`src/sv/bpft_pkg.sv`:
```
// ----------------------------------------------------------------------------
// bpft_pkg: shared types and constants of the bird-view pose frame transform
// Request codes, register set, CORDIC sizing and clipping helpers.
// ----------------------------------------------------------------------------
package bpft_pkg;

    localparam int CORDIC_STAGES = 16;
    localparam int STAGE_W       = $clog2(CORDIC_STAGES);
    localparam int XW            = 34;   // CORDIC x/y, Q2.30 with headroom
    localparam int ZW            = 34;   // CORDIC angle, Q2.30 with headroom

    localparam logic signed [35:0] PI_Q30      = 36'sd3373259426;
    localparam logic signed [35:0] HALF_PI_Q30 = 36'sd1686629713;
    localparam logic signed [35:0] TWO_PI_Q30  = 36'sd6746518852;
    localparam logic signed [XW-1:0] GAIN_Q30  = 34'sd652032874;
    localparam logic signed [21:0] TWO_PI_Q16  = 22'sd411775;
    localparam logic signed [21:0] FOUR_PI_Q16 = 22'sd823550;

    localparam logic [29:0] ATAN_Q30 [32] = '{
        30'd843314857, 30'd497837829, 30'd263043837, 30'd133525159, 30'd67021687,
        30'd33543516, 30'd16775851, 30'd8388437, 30'd4194283, 30'd2097149,
        30'd1048576, 30'd524288, 30'd262144, 30'd131072, 30'd65536, 30'd32768,
        30'd16384, 30'd8192, 30'd4096, 30'd2048, 30'd1024, 30'd512, 30'd256,
        30'd128, 30'd64, 30'd32, 30'd16, 30'd8, 30'd4, 30'd2, 30'd1, 30'd0
    };

    typedef enum logic [1:0] {
        REQ_CAR_TO_WORLD   = 2'd0,
        REQ_WORLD_TO_CAR   = 2'd1,
        REQ_PIXEL_TO_WORLD = 2'd2,
        REQ_WORLD_TO_PIXEL = 2'd3
    } req_t;

    // register indexes on the configuration port
    typedef enum logic [2:0] {
        CFG_MPP_X        = 3'd0,
        CFG_MPP_Y        = 3'd1,
        CFG_PPM_X        = 3'd2,
        CFG_PPM_Y        = 3'd3,
        CFG_ORIGIN_X     = 3'd4,
        CFG_ORIGIN_Y     = 3'd5,
        CFG_IMAGE_WIDTH  = 3'd6,
        CFG_IMAGE_HEIGHT = 3'd7
    } cfg_idx_t;

    typedef struct packed {
        logic        [23:0] mpp_x;
        logic        [23:0] mpp_y;
        logic        [23:0] ppm_x;
        logic        [23:0] ppm_y;
        logic signed [23:0] origin_x;
        logic signed [23:0] origin_y;
        logic        [11:0] image_width;
        logic        [11:0] image_height;
    } cfg_t;

    // travels beside the CORDIC angle through the row of cells
    typedef struct packed {
        req_t               req;
        logic signed [23:0] car_x;
        logic signed [23:0] car_y;
        logic signed [24:0] u;
        logic signed [24:0] v;
        logic signed [19:0] yaw;
        logic               beyond;
        logic               satf;
        logic               flip;
    } side_t;

    typedef struct packed {
        logic signed [23:0] res_x;
        logic signed [23:0] res_y;
        logic signed [19:0] res_yaw;
        logic signed [19:0] res_col;
        logic signed [19:0] res_row;
        logic               inside_image;
        logic               row_beyond_image;
        logic               saturated;
    } res_t;

    function automatic logic signed [ZW-1:0] atan_q30(input logic [4:0] idx);
        return $signed({{(ZW-30){1'b0}}, ATAN_Q30[idx]});
    endfunction

    function automatic logic signed [23:0] sat24(input logic signed [39:0] v);
        logic signed [23:0] r;
        if (v > 40'sd8388607)
            r = 24'sh7fffff;
        else if (v < -40'sd8388608)
            r = 24'sh800000;
        else
            r = v[23:0];
        return r;
    endfunction

    function automatic logic signed [19:0] sat20(input logic signed [39:0] v);
        logic signed [19:0] r;
        if (v > 40'sd524287)
            r = 20'sh7ffff;
        else if (v < -40'sd524288)
            r = 20'sh80000;
        else
            r = v[19:0];
        return r;
    endfunction

endpackage

```
`src/sv/bpft_cordic_cell.sv`:
```
// ----------------------------------------------------------------------------
// bpft_cordic_cell: one rotation-mode CORDIC micro-rotation
// Rotates x/y by the stage's arctangent and hands the word to the next cell.
// ----------------------------------------------------------------------------
module bpft_cordic_cell (
    input  logic                              clk,
    input  logic                              rst_n,
    input  logic                              en,
    input  logic [bpft_pkg::STAGE_W-1:0]      stage,
    input  logic                              valid_in,
    input  logic signed [bpft_pkg::XW-1:0]    x_in,
    input  logic signed [bpft_pkg::XW-1:0]    y_in,
    input  logic signed [bpft_pkg::ZW-1:0]    z_in,
    input  bpft_pkg::side_t                   side_in,
    output logic                              valid_out,
    output logic signed [bpft_pkg::XW-1:0]    x_out,
    output logic signed [bpft_pkg::XW-1:0]    y_out,
    output logic signed [bpft_pkg::ZW-1:0]    z_out,
    output bpft_pkg::side_t                   side_out
);

    logic                           valid_reg;
    logic signed [bpft_pkg::XW-1:0] x_reg, x_next;
    logic signed [bpft_pkg::XW-1:0] y_reg, y_next;
    logic signed [bpft_pkg::ZW-1:0] z_reg, z_next;
    bpft_pkg::side_t                side_reg;
    logic signed [bpft_pkg::XW-1:0] x_sh, y_sh;
    logic signed [bpft_pkg::ZW-1:0] ang;

    assign x_sh = x_in >>> stage;
    assign y_sh = y_in >>> stage;
    assign ang  = bpft_pkg::atan_q30(5'(stage));

    always_comb
    begin
        if (!z_in[bpft_pkg::ZW-1])
        begin
            x_next = x_in - y_sh;
            y_next = y_in + x_sh;
            z_next = z_in - ang;
        end
        else
        begin
            x_next = x_in + y_sh;
            y_next = y_in - x_sh;
            z_next = z_in + ang;
        end
    end

    always_ff @(posedge clk or negedge rst_n)
    begin
        if (!rst_n)
            valid_reg <= 1'b0;
        else if (en)
            valid_reg <= valid_in;
    end

    always_ff @(posedge clk)
    begin
        if (en)
        begin
            x_reg    <= x_next;
            y_reg    <= y_next;
            z_reg    <= z_next;
            side_reg <= side_in;
        end
    end

    assign valid_out = valid_reg;
    assign x_out     = x_reg;
    assign y_out     = y_reg;
    assign z_out     = z_reg;
    assign side_out  = side_reg;

endmodule

```
`config.mk`:
```
export PLATFORM = sky130hd
export DESIGN_NAME = bpft_cordic_cell
export DESIGN_NICKNAME = d
export VERILOG_FILES = /design/src/sv/bpft_pkg.sv /design/src/sv/bpft_cordic_cell.sv
export SDC_FILE = /design/constraint.sdc
export NUM_CORES = 1
export LEC_CHECK = 0
export ABC_AREA = 1
export BUFFER_PORTS_ARGS = -buffer_cell sky130_fd_sc_hd__buf_2
export CAP_MARGIN = 25
export CORE_MARGIN = 3
export CORE_UTILIZATION = 50
export CTS_CLUSTER_SIZE = 20
export DETAILED_ROUTE_END_ITERATION = 6
export GPL_TIMING_DRIVEN = 0
export HOLD_SLACK_MARGIN = 0.05
export PLACE_DENSITY = 0.78
export RECOVER_POWER = 100
export SLEW_MARGIN = 15
export SYNTH_ARGS = -nofsm -noshare
export SYNTH_HDL_FRONTEND = slang
export SYNTH_SLANG_ARGS = --single-unit
```
`constraint.sdc`:
```
create_clock -name clk -period 0.8 [get_ports clk]
set_input_delay 0.12 -clock clk [delete_from_list [all_inputs] [get_ports clk]]
set_output_delay 0.12 -clock clk [all_outputs]
set_load 0.1 [all_outputs]
```
==> results of run 1 <==
## repair_timing
item / in CTS
pin swaps: 115
hold buffers: 126
setup endpoints to repair: 450
cloned: 3
resized for setup: 496
hold endpoints to repair: 129
setup buffers: 101
## metrics by stage
| step | TNS [ns] | worst slack (ns) | cells | hold WS, ns | util (%) |
|---|---|---|---|---|---|
| after floorplan | -267.98 | -2.74 | 2572 | -0.176 | - |
| after global placement | -1028.04 | -4.03 | 3497 | -0.105 | 61.1 |
| after detailed placement | -479.12 | -4.23 | 3499 | -0.103 | 61.2 |
| after CTS | -386.32 | -2.63 | 3771 | -0.120 | 74.2 |
## layer usage
layer  GRT overflow  track usage (%)
met5             12             60.9
met4            127             84.6
met1             53             86.0
met2            159             97.1
met3             61             79.6
## cell families after synthesis
family	Yosys count	synth area share [%]
flops	226	36.1
buf+inv	301	6.61
fa+ha+maj	112	7.58
xor+xnor	157	7.32
compound gates	313	9.62
mux	1	0.0599
simple gates	1462	32.7
==> qor.yml, run 1 <==
run_status:
  status: "did not finish"
  stop_stage: "global routing"
  first-error: "[ERROR GRT-0232] Routing congestion too high. Check the congestion heatmap in the GUI."
die:
  dieHeight_um: 200
  fp-row-count: 70
  die_w_um: 200
  ioPinCount: 459
  start_util_pct: 51.1
logic_synthesis:
  synth_top_cell_area_share_pct: 36.0
  syn_area_per_cell_um2: 7.30
  synth.largest_area_cell: "edfxtp_1"
  synth_most_common_cell: "nand2_1"
  async_flop_share_pct: 0.442
  seq_area_frac_synth_pct: 36.1
  ys_types: 47
  synth_seq_cells: 226
  yosysWarnings: 0
  syn-instance-count: 2572
  synth_nets: 2917
  synth_edf_count: 225
  yosys-top-cells-count: "784 x nand2_1, 363 x nand3_1, 236 x nor2_1"
  synth.cell_area_um2: 18800
  synthFlopType: "edfxtp_1"
  synth_area_leaders: "edfxtp_1 36%, nand2_1 16%, nand3_1 9.7%"
grt:
  track_usage_pct: 86.9
  grt_max_degree: 122
  grt-ovfl-total: 412
timing:
  worstEpCategory: "sequential cell input"
  worstEndpointGrtRepair: "z_out[31]$_DFFE_PP_/D"
cts:
  htree_num_levels: 1
  cts_root_buffer: "clkbuf_16"
  cts_buffers: 23
  cts_sinks: 226
  clockBufferDepth: 3
placement:
  dp_hpwl_um: 68900
  dpl_cell_area_um2: 22500
  io_buffers: 457
  globalplace.congestion: 1.05
==> run 2: changes to the inputs <==
CORE_UTILIZATION = 40   (was 50)
CTS_CLUSTER_SIZE = not set   (was 20)
HOLD_SLACK_MARGIN = not set   (was 0.05)
PLACE_DENSITY = not set   (was 0.78)
PLACE_DENSITY_LB_ADDON = 0.15   (was not set)
clock period = 1.05 ns   (was 0.8 ns; I/O delays follow)
==> run 2 against run 1 <==
Net effect: the flow now finishes, with violations (hold timing, setup timing); area after synthesis is the same; synthesized cell count is the same.
==> qor.yml, run 2 <==
logic_synthesis:
  synth_seq_cells: 226  # unchanged
  yosysWarnings: 0  # unchanged
  yosys-top-cells-count: "784 x nand2_1, 363 x nand3_1, 236 x nor2_1"  # unchanged
  seq_area_frac_synth_pct: 36.1  # unchanged
  syn-instance-count: 2572  # unchanged
  synth_top_cell_area_share_pct: 36.0  # unchanged
  ys_types: 47  # unchanged
  synthSimpleGateAreaFrac_pct: 32.7  # unchanged
  synth_area_leaders: "edfxtp_1 36%, nand2_1 16%, nand3_1 9.7%"  # unchanged
  async_flop_share_pct: 0.442  # unchanged
  synth.cell_area_um2: 18800  # unchanged
  syn_area_per_cell_um2: 7.30  # unchanged
  synth.area.mux_share_pct: 0.0600  # unchanged
  synth_most_common_cell: "nand2_1"  # unchanged
  synth.largest_area_cell: "edfxtp_1"  # unchanged
  synth_nets: 2917  # unchanged
  synth_compound_area_share_pct: 9.62  # unchanged
  synth-xor-area-share_pct: 7.32  # unchanged
  synth_top_family_by_area: "simple AND/OR/NAND/NOR gates"  # unchanged
  synthFlopType: "edfxtp_1"  # unchanged
  synth_edf_count: 225  # unchanged
  synth-adder-area-share_pct: 7.58  # unchanged
worst_setup_path:
  cp_cell_sequence: "buf_2 > buf_4 > buf_6 > nand2_1 > inv_1 > o21ai_4 > inv_2 > ha_4 > nand4_1 > nor2_4 > nand4_1 > o31ai_4 > xnor2_2 > ha_4 > a21oi_4 > nor2_1 > nor2_1 > o21ai_1 > nand2_1 > nand3_2 > nand2_1 > o211ai_1 > buf_4 > xor2_2"
  endpoint_kind: "register"
  cp_common_cell: "nand2_1"
  critPathCapture: "z_out[27]$_DFFE_PP_"
  critPathKind: "in2reg"
  r2r_start: "valid_out$_DFFE_PN0P_"
  max_stage_delay_ns: 0.33
  critPathRequiredTime_ns: 1.34
  crit_start: "stage[2]"
  cp_max_fo: 10
  r2r-end: "valid_out$_DFFE_PN0P_"
  reg2reg_depth: 1
  cp.arrival_ns: 3.93
  crit_path_top_delay_cell: "o31ai_4"
  cp-start-kind: "input port"
  ff2ff_setup_slack_ns: 0.26
cts:
  cts_root_buffer: "clkbuf_16"  # unchanged
  cts_buffers: 24  # was 23
  path_clk_slew_ns: 0.06
  cts_sinks: 226  # unchanged
  postCtsHoldBufs: 126  # unchanged
  clockBufferDepth: 3  # unchanged
  htree_num_levels: 1  # unchanged
  clk_latency_ns: 0.53
  cts_tree: "done"
timing:
  min_period_ns: 3.64
  fin_skew_ns: 0
  setup_slack_ns: -2.59
  worst_pin_slew_ns: 0.973
  setup_violations: 460
  rsz0062_at_grt: "yes"
  hold_viol_final: 1
  whs_ns: -0.0858
  relSlewSlack_pct: 35.2
  fmax_mhz: 274
  drv_slew: 0
  fin_crit_sh_pct: 347
power:
  irDropWorstVdd_uv: 2210
  power_w: 0.0538
  power.density_nw_per_um2: 1730
  p_sw_w: 0.0274
  pwr-share-seq_pct: 23.1
  p_comb_share_pct: 61.8
  power_frac_clock_pct: 15.1
  power.internal_w: 0.0264
  leakagePower_nw: 13.9
  netSwitchingFraction_pct: 50.9
detailed_routing:
  remaining_drc_errors: 0
  drt-total-wl_um: 95900
  antenna_left: 0
  drt_pass1_iterations: 6
  wl_per_cell_um: 23.6
  drt_iter0_drc: 1834
  vias: 22780
  routed_via_density: 5.61
cells_and_area:
  postLayoutCoreUtil_pct: 67.8
  final_cell_mix: "605 x nand2_1, 412 x buf_2, 270 x nand3_1"
  largest_register_ffs: 123
  fillers: 3585
  syn_to_final_growth_pct: 65.6
  nNetsFinal: 3782
  layout_commonest_cell: "nand2_1"
  drive_above_1_share_pct: 45.0
die:
  die-area_um2: 49600
  start_util_pct: 40.9  # was 51.1%
  core_area_um2: 45900
  dieHeight_um: 223  # was 200 um
  fp-row-count: 78  # was 70
  ioPinCount: 459  # unchanged
  die_w_um: 223  # was 200 um
grt:
  first_global_vias: 21608
  antenna_found_initial: 3
  grt-ovfl-total: 0
  grt_pass1_wl_um: 132000
  track_usage_pct: 34.9
  grt_max_degree: 95
placement:
  globalplace.congestion: 0.992  # was 1.05
  io_buffers: 457  # unchanged
  dp_hpwl_um: 68100  # was 68900 um
run_status:
  status: "finished, violations left"  # was did not finish
  violations: "hold timing, setup timing"
job:
  max_cap_violations: 0
worst_hold_path:
  hold_path.class: "in2reg"
## run 2: cell counts after synthesis
No cell type changed its count.
## run 2: worst max-delay path, delay by kind of cell
kind	cells	cell delay, ns
compound gates	5	0.76
xor+xnor	2	0.34
fa+ha+maj	2	0.41
buf+inv	6	1.08
simple gates	9	1.19
## run 2: cells by family (layout without fill, tap and decap cells)
family / after synthesis / count (layout)
AND/OR/NAND/NOR: 1462 / 1462
AO/OA/AOI/OAI: 313 / 313
buffers and inverters: 301 / 1184
flip-flops: 226 / 226
XOR/XNOR: 157 / 157
adder cells (fa/ha/maj): 112 / 112
multiplexers: 1 / 1
other: 0 / 3
## run 2: repair_timing
item                       CTS  global route
gates cloned                 2             2
resized for setup          474           614
setup buffers              124           131
pin swaps                  141           239
hold endpoints to repair   127             1
setup endpoints to repair  422           422
## run 2: routing by layer
metal	share of wire (%)	track usage (%)	vias to the layer above
li1	-	-	10389
met1	38	43.7	10931
met2	48	59.1	1162
met3	8.2	6.42	294
met4	5.9	14.8	4
met5	0.028	0	-
## run 2: power groups by stage
| stage | registers (W) | logic [W] | clock network, W |
|---|---|---|---|
| 6_report | 0.0124 | 0.0333 | 0.00815 |
| 5_1_grt | 0.0125 | 0.0346 | 0.00868 |
| 3_5_place_dp | 0.0125 | 0.0250 | 0 |
| 2_1_floorplan | 0.0233 | 0.00889 | 0 |
| 3_3_place_gp | 0.0125 | 0.0249 | 0 |
| 4_1_cts | 0.0124 | 0.0283 | 0.00827 |
## run 2: metrics by stage
step                      instance area [um2]  setup slack (ns)  cells  setup TNS (ns)
final                                   31100             -2.59   4058         -339.95
after detailed placement                22700             -3.87   3632         -402.71
after global routing                    31100             -2.71   4056         -373.41
after floorplan                         19600             -2.53   2572         -198.27
after CTS                               27500             -2.38   3928         -297.16
after global placement                  22600             -3.78   3629         -998.86
## run 2: area by class of cell
| class | count | area [um2] | share of cell area [%] |
|---|---|---|---|
| diodes | 3 | 7.51 | 0.0241 |
| multi-input cells | 2045 | 15100 | 48.7 |
| repair buffers | 841 | 6140 | 19.8 |
| clock buffers | 29 | 619 | 1.99 |
| well taps | 600 | 751 | 2.41 |
| inverters | 228 | 883 | 2.84 |
| flip-flops and latches | 226 | 6780 | 21.8 |
| plain buffers | 71 | 656 | 2.11 |
| clock inverters | 15 | 123 | 0.394 |
## run 2: worst min-delay path by stage
stage | slack, ns | cells after the start | from | end
floorplan | -0.14 | 0 | rst_n | valid_out$_DFFE_PN0P_
global placement | -0.07 | 1 | rst_n | valid_out$_DFFE_PN0P_
detailed placement | -0.06 | 1 | rst_n | valid_out$_DFFE_PN0P_
CTS | -0.11 | 2 | z_in[0] | z_out[0]$_DFFE_PP_
global route | -0.1 | 2 | z_in[0] | z_out[0]$_DFFE_PP_
finish | -0.09 | 2 | z_in[0] | z_out[0]$_DFFE_PP_
Note: power is estimated with default switching activity, not from simulation.
